**src/bwfvf_pkg.sv**
```systemverilog
`timescale 1ns / 1ps
`default_nettype none
// ----------------------------------------------------------------------------
// bwfvf_pkg
// Shared types, widths and helpers for the Butterworth Fourier volume filter.
// ----------------------------------------------------------------------------
package bwfvf_pkg;

  localparam int MAX_GRID       = 512;
  localparam int GAIN_FRAC_BITS = 16;

  localparam int GRID_W  = 10;                       // grid_size field width
  localparam int POS_W   = $clog2(MAX_GRID);          // position counters
  localparam int FREQ_W  = GRID_W + 1;                // signed frequency index
  localparam int R2_W    = 2 * POS_W + 2;             // squared radius
  localparam int CFG_W   = 32;
  localparam int COEF_W  = 32;
  localparam int MUL_W   = 33;                        // shared signed multiplier
  localparam int PROD_W  = 2 * MUL_W;
  localparam int T_W     = 33;                        // x, x2, x4 register
  localparam int D_W     = 49;                        // denominator 1 + x^8
  localparam int QW      = 2 * GAIN_FRAC_BITS + 1;    // quotient bits
  localparam int SQ_W    = QW + 1;                    // root work registers
  localparam int GAIN_W  = GAIN_FRAC_BITS + 2;        // signed gain
  localparam int CNT_W   = $clog2(QW + 1);

  typedef enum logic [1:0] {
    REG_GRID_SIZE   = 2'd0,
    REG_FILTER_MODE = 2'd1,
    REG_HIGH_CUT    = 2'd2,
    REG_LOW_CUT     = 2'd3
  } reg_idx_t;

  typedef enum logic [4:0] {
    OP_NONE, OP_LOAD,
    OP_MUL_X, OP_SET_X, OP_MUL_X2, OP_SET_X2, OP_MUL_X4, OP_SET_X4,
    OP_MUL_HH, OP_ACC_HH, OP_MUL_HL, OP_ACC_HL, OP_MUL_LL, OP_ACC_LL,
    OP_DIV_STEP, OP_SQRT_INIT, OP_SQRT_STEP, OP_GAIN,
    OP_MUL_RE, OP_SET_RE, OP_MUL_IM, OP_OUT
  } dp_op_t;

  typedef enum logic [4:0] {
    S_IDLE,
    S_MUL_X, S_SET_X, S_MUL_X2, S_SET_X2, S_MUL_X4, S_SET_X4,
    S_MUL_HH, S_ACC_HH, S_MUL_HL, S_ACC_HL, S_MUL_LL, S_ACC_LL,
    S_DIV, S_SQRT_INIT, S_SQRT, S_GAIN,
    S_MUL_RE, S_SET_RE, S_MUL_IM, S_OUT
  } state_t;

  typedef struct packed {
    dp_op_t op;
    logic   sel_low;    // second gain pass, low cutoff
  } dp_cmd_t;

  typedef struct packed {
    logic mode_bp;      // band-pass selected
    logic out_busy;     // result register full and stalled
  } dp_stat_t;

  // Round half up at the gain point, then saturate to 32 bits.
  function automatic logic signed [COEF_W-1:0] scale_sat(input logic signed [PROD_W-1:0] p);
    logic signed [PROD_W-1:0] v;
    logic signed [PROD_W-1:0] q;
    v = p + (PROD_W'(1) <<< (GAIN_FRAC_BITS - 1));
    q = v >>> GAIN_FRAC_BITS;
    if (q > PROD_W'(64'sd2147483647)) begin
      scale_sat = 32'sh7FFFFFFF;
    end else if (q < -PROD_W'(64'sd2147483648)) begin
      scale_sat = 32'sh80000000;
    end else begin
      scale_sat = q[COEF_W-1:0];
    end
  endfunction

endpackage
`default_nettype wire

```
**src/bwfvf_ctrl.sv**
```systemverilog
`timescale 1ns / 1ps
`default_nettype none
// ----------------------------------------------------------------------------
// bwfvf_ctrl
// Sequencer: steps the datapath through ratio, powers, divide, root and scale.
// ----------------------------------------------------------------------------
module bwfvf_ctrl (
  input  wire logic                 clk,
  input  wire logic                 rst_n,
  input  wire logic                 in_valid,
  output logic                      in_stall,
  input  wire bwfvf_pkg::dp_stat_t  stat,
  output bwfvf_pkg::dp_cmd_t        cmd
);

  bwfvf_pkg::state_t                 state_r, state_nxt;
  logic [bwfvf_pkg::CNT_W-1:0]       cnt_r, cnt_nxt;
  logic                              pass_r, pass_nxt;

  always_ff @(posedge clk) begin
    if (!rst_n) begin
      state_r <= bwfvf_pkg::S_IDLE;
      cnt_r   <= '0;
      pass_r  <= 1'b0;
    end else begin
      state_r <= state_nxt;
      cnt_r   <= cnt_nxt;
      pass_r  <= pass_nxt;
    end
  end

  always_comb begin
    state_nxt   = state_r;
    cnt_nxt     = cnt_r;
    pass_nxt    = pass_r;
    cmd.op      = bwfvf_pkg::OP_NONE;
    cmd.sel_low = pass_r;
    in_stall    = (state_r != bwfvf_pkg::S_IDLE);
    case (state_r)
      bwfvf_pkg::S_IDLE: begin
        if (in_valid) begin
          cmd.op    = bwfvf_pkg::OP_LOAD;
          pass_nxt  = 1'b0;
          state_nxt = bwfvf_pkg::S_MUL_X;
        end
      end
      bwfvf_pkg::S_MUL_X: begin
        cmd.op = bwfvf_pkg::OP_MUL_X;  state_nxt = bwfvf_pkg::S_SET_X;
      end
      bwfvf_pkg::S_SET_X: begin
        cmd.op = bwfvf_pkg::OP_SET_X;  state_nxt = bwfvf_pkg::S_MUL_X2;
      end
      bwfvf_pkg::S_MUL_X2: begin
        cmd.op = bwfvf_pkg::OP_MUL_X2; state_nxt = bwfvf_pkg::S_SET_X2;
      end
      bwfvf_pkg::S_SET_X2: begin
        cmd.op = bwfvf_pkg::OP_SET_X2; state_nxt = bwfvf_pkg::S_MUL_X4;
      end
      bwfvf_pkg::S_MUL_X4: begin
        cmd.op = bwfvf_pkg::OP_MUL_X4; state_nxt = bwfvf_pkg::S_SET_X4;
      end
      bwfvf_pkg::S_SET_X4: begin
        cmd.op = bwfvf_pkg::OP_SET_X4; state_nxt = bwfvf_pkg::S_MUL_HH;
      end
      bwfvf_pkg::S_MUL_HH: begin
        cmd.op = bwfvf_pkg::OP_MUL_HH; state_nxt = bwfvf_pkg::S_ACC_HH;
      end
      bwfvf_pkg::S_ACC_HH: begin
        cmd.op = bwfvf_pkg::OP_ACC_HH; state_nxt = bwfvf_pkg::S_MUL_HL;
      end
      bwfvf_pkg::S_MUL_HL: begin
        cmd.op = bwfvf_pkg::OP_MUL_HL; state_nxt = bwfvf_pkg::S_ACC_HL;
      end
      bwfvf_pkg::S_ACC_HL: begin
        cmd.op = bwfvf_pkg::OP_ACC_HL; state_nxt = bwfvf_pkg::S_MUL_LL;
      end
      bwfvf_pkg::S_MUL_LL: begin
        cmd.op = bwfvf_pkg::OP_MUL_LL; state_nxt = bwfvf_pkg::S_ACC_LL;
      end
      bwfvf_pkg::S_ACC_LL: begin
        cmd.op    = bwfvf_pkg::OP_ACC_LL;
        cnt_nxt   = '0;
        state_nxt = bwfvf_pkg::S_DIV;
      end
      bwfvf_pkg::S_DIV: begin
        cmd.op = bwfvf_pkg::OP_DIV_STEP;
        if (cnt_r == bwfvf_pkg::CNT_W'(bwfvf_pkg::QW - 1)) begin
          state_nxt = bwfvf_pkg::S_SQRT_INIT;
        end else begin
          cnt_nxt = cnt_r + 1'b1;
        end
      end
      bwfvf_pkg::S_SQRT_INIT: begin
        cmd.op    = bwfvf_pkg::OP_SQRT_INIT;
        cnt_nxt   = '0;
        state_nxt = bwfvf_pkg::S_SQRT;
      end
      bwfvf_pkg::S_SQRT: begin
        cmd.op = bwfvf_pkg::OP_SQRT_STEP;
        if (cnt_r == bwfvf_pkg::CNT_W'(bwfvf_pkg::GAIN_FRAC_BITS)) begin
          state_nxt = bwfvf_pkg::S_GAIN;
        end else begin
          cnt_nxt = cnt_r + 1'b1;
        end
      end
      bwfvf_pkg::S_GAIN: begin
        cmd.op = bwfvf_pkg::OP_GAIN;
        if (!pass_r && stat.mode_bp) begin
          pass_nxt  = 1'b1;
          state_nxt = bwfvf_pkg::S_MUL_X;
        end else begin
          state_nxt = bwfvf_pkg::S_MUL_RE;
        end
      end
      bwfvf_pkg::S_MUL_RE: begin
        cmd.op = bwfvf_pkg::OP_MUL_RE; state_nxt = bwfvf_pkg::S_SET_RE;
      end
      bwfvf_pkg::S_SET_RE: begin
        cmd.op = bwfvf_pkg::OP_SET_RE; state_nxt = bwfvf_pkg::S_MUL_IM;
      end
      bwfvf_pkg::S_MUL_IM: begin
        cmd.op = bwfvf_pkg::OP_MUL_IM; state_nxt = bwfvf_pkg::S_OUT;
      end
      bwfvf_pkg::S_OUT: begin
        // hold until the result register frees up
        if (!stat.out_busy) begin
          cmd.op    = bwfvf_pkg::OP_OUT;
          state_nxt = bwfvf_pkg::S_IDLE;
        end
      end
      default: begin
        state_nxt = bwfvf_pkg::S_IDLE;
      end
    endcase
  end

endmodule
`default_nettype wire

```
**config.mk**
```make
export PLATFORM = sky130hd
export DESIGN_NAME = bwfvf_ctrl
export DESIGN_NICKNAME = d
export VERILOG_FILES = /design/src/bwfvf_pkg.sv /design/src/bwfvf_ctrl.sv
export SDC_FILE = /design/constraint.sdc
export NUM_CORES = 1
export LEC_CHECK = 0
export BUFFER_PORTS_ARGS = -buffer_cell sky130_fd_sc_hd__buf_4
export CAP_MARGIN = 20
export CORE_MARGIN = 2
export CORE_UTILIZATION = 46
export CTS_BUF_LIST = sky130_fd_sc_hd__clkbuf_8 sky130_fd_sc_hd__clkbuf_16
export CTS_CLUSTER_DIAMETER = 80
export DETAILED_ROUTE_END_ITERATION = 7
export GPL_TIMING_DRIVEN = 1
export HOLD_SLACK_MARGIN = 0.05
export PLACE_DENSITY = 0.66
export SETUP_SLACK_MARGIN = 0.5
export SLEW_MARGIN = 20
export SYNTH_ARGS = -nofsm -noshare
export SYNTH_HDL_FRONTEND = slang
export SYNTH_SLANG_ARGS = --single-unit
export TNS_END_PERCENT = 20
```
**constraint.sdc**
```tcl
create_clock -name clk -period 2.6 [get_ports clk]
set_clock_uncertainty 0.2 [all_clocks]
set_input_delay 0.39 -clock clk [delete_from_list [all_inputs] [get_ports clk]]
set_output_delay 0.39 -clock clk [all_outputs]
set_load 0.05 [all_outputs]
```
==> impl_metrics.json <==
{
  "start_util_pct": 48.8,
  "tns_ns": 0,
  "slew_headroom_pct": 66.9,
  "n_fill_cell": 177,
  "root_buffer": "clkbuf_8",
  "hold_depth": 3,
  "arrival_ns": 1.46,
  "internal_power_uw": 328,
  "cp_data_required_time_ns": 2.01,
  "peakVddDrop_v": 0.000416,
  "switching_share_pct": 31.8,
  "met2_usage_pct": 25.5,
  "htreeDepth": 1,
  "ff2ff_path_depth": 6,
  "hold_class": "in2reg",
  "cts_tree": "done",
  "dieArea_um2": 2190,
  "numCtsBuffers": 3,
  "cpMaxStageDelayCell": "dfxtp_2",
  "first_pass_iters": 4,
  "ys_types": 42,
  "layout-drive-gt1-share_pct": 22.7,
  "slew_viol_final": 0,
  "timing.fmax_mhz": 489,
  "coreArea_um2": 1730,
  "gp_congestion": 0.758,
  "path_delay_family": "flip-flops",
  "synth.avg_cell_area_um2": 8.10,
  "start_kind": "register",
  "rows": 15,
  "final_hold_viol_count": 0,
  "crit_path_end_kind": "output port",
  "ant_nets": 0,
  "yosys_warnings": 0,
  "worst_pin_slew_ns": 0.496,
  "grtUsageMet3_pct": 4.62,
  "clock_latency_ns": 0.24,
  "rsz0062_at_grt": "true",
  "grt-busiest-layer": "met1",
  "maxCapViolCount": 0,
  "hp-start": "rst_n",
  "cp_num_buf_inv": 1,
  "p_comb_share_pct": 21.5,
  "finalNetCount": 119,
  "syn_nets": 111,
  "vias_per_cell": 5.54,
  "routed_wl_mm": 1.76,
  "area_growth_pct": 12.9,
  "async_reset_ff_share_pct": 0,
  "hpwl_mm": 1.28,
  "syn_inst": 104,
  "dieWidth_um": 46.8,
  "whs_endpoint": "state_r[2]",
  "status": "completed",
  "worstReg2RegStart": "cnt_r[0]",
  "layout.cells.non_filler": 135,
  "min_period_ns": 2.05,
  "clk_pin_slew_ns": 0.05,
  "drc": 0,
  "final_util_pct": 55.1,
  "yosys_register_bits": 12,
  "track_usage_pct": 19.5,
  "post-cts-setup-buffers": 0,
  "grtUsageMet1_pct": 28.5,
  "die_y_um": 46.8,
  "syn_area_um2": 842,
  "critPathKind": "reg2out",
  "clockBufferDepth": 2,
  "clock_sinks": 12,
  "period_share_pct": 78.7,
  "switchingPower_uw": 153,
  "antenna_found_initial": 0,
  "seq_area_um2": 245,
  "seq_power_share_pct": 43.0,
  "final_cell_mix": "11 x nand2_1, 11 x buf_4, 8 x dfxtp_1, 6 x nor2_1, 6 x o21ai_0",
  "grt_max_degree": 17,
  "portBuffers": 11,
  "first_iter_violations": 17,
  "ys_seq_area_share_pct": 28.5,
  "cpPeakStageDelay_ns": 0.39,
  "synth_edf_count": 0,
  "diodes": 0,
  "num_vias": 748,
  "crit_chain": "or2_1 > a21o_1 > o21ai_1 > buf_4",
  "power.static_leakage_nw": 0.394,
  "power_density_nw_per_um2": 506,
  "grt_pass1_wl_mm": 2.93,
  "overflow": 0,
  "dpl.cell_count": 132,
  "r2r_end": "state_r[3]",
  "ctsHoldBuffers": 0,
  "multi_input_area_um2": 532,
  "r2r_slack_ns": 0.77,
  "io_pins": 12,
  "wl_per_cell_um": 13.0,
  "clkPwrFrac_pct": 35.5,
  "grt_pass1_vias": 660,
  "setup_viol": 0,
  "synth_flop_cell": "dfxtp_1",
  "crit_fanout": 12
}
[layer usage]
layer,part of all wire (%),vias up
met4,2.4,0
met3,3.1,4
met1,52,338
met2,42,16
met5,0,-
li1,-,390
[cells in the mapped netlist (2+ instances only)]
cell,number,area share [%]
inv_1,5,2.2
buf_4,3,2.7
or2_1,2,1.5
xnor2_1,2,2.1
nand3_1,5,3.0
a21oi_1,5,3.0
nor2_1,6,2.7
and3b_1,2,2.1
ha_1,2,3.0
nand2_1,11,4.9
or3_1,2,1.5
o21ai_0,7,4.2
dfxtp_1,12,29
nor4_2,2,3.0
xor2_1,2,2.1
nand3b_1,2,1.8
o21ai_1,3,1.8
nor4_1,2,1.5
a21o_1,2,1.8
nor3b_1,2,1.8
buf_6,2,2.7
a31oi_1,2,1.5
clkbuf_1,2,0.89
[kinds of logic after synthesis]
| group | share of synthesized area [%] |
|---|---|
| fa+ha+maj | 2.97 |
| buf+inv | 9.06 |
| simple gates | 33.3 |
| xor+xnor | 4.16 |
| compound gates | 22.0 |
| flops | 28.5 |
[flip-flops by register name, indices dropped and copies added (netlist names)]
register,cells
cnt_r,6
pass_r,1
state_r,5
[timing repair]
action                     in CTS  in global routing
setup endpoints to repair       3                  3
gates resized for setup         4                  1
pin swaps                       0                  0
[through the flow]
stage	setup WS [ns]	power [mW]	hold WS, ns	area, µm²
CTS	0.493	0.485	0.255	950
floorplan	0.419	0.285	0.274	842
detailed placement	0.651	0.312	0.302	898
global route	0.461	0.506	0.265	951
finish	0.554	0.481	0.262	951
global placement	0.722	0.311	0.299	898
[layout make-up]
cell class,instances,area share [%]
Timing Repair Buffer,11,8.68
Inverter,5,1.97
Multi-Input combinational cell,79,55.9
Clock buffer,3,4.34
Sequential cell,12,25.8
Tap cell,25,3.29
[how the worst max path moves through the flow]
| stage | to | slack [ns] | cells after the start | start |
|---|---|---|---|---|
| finish | cmd[1] | 0.55 | 4 | state_r[2] |
| global placement | cmd[3] | 0.72 | 4 | state_r[1] |
| detailed placement | cmd[3] | 0.65 | 4 | state_r[1] |
| CTS | cmd[1] | 0.49 | 4 | state_r[3] |
| global route | cmd[3] | 0.46 | 4 | state_r[4] |
| floorplan | cmd[1] | 0.42 | 4 | state_r[2] |
[power by group through the flow]
stage          Clock [mW]  Combinational, mW  Sequential, mW
2_1_floorplan           0             0.0880           0.197
3_3_place_gp            0              0.104           0.208
3_5_place_dp            0              0.103           0.209
4_1_cts             0.175              0.104           0.206
5_1_grt             0.187              0.111           0.208
6_report            0.171              0.103           0.207
[worst reg2reg max path, stage by stage (launching register included)]
cell and delay [ns]:
dfxtp_1 0.37, inv_1 0.07, ha_1 0.20, nor3b_2 0.17, a2111oi_1 0.43, or3_1 0.20, a21oi_1 0.06
Note: power is estimated with default switching activity, not from simulation.
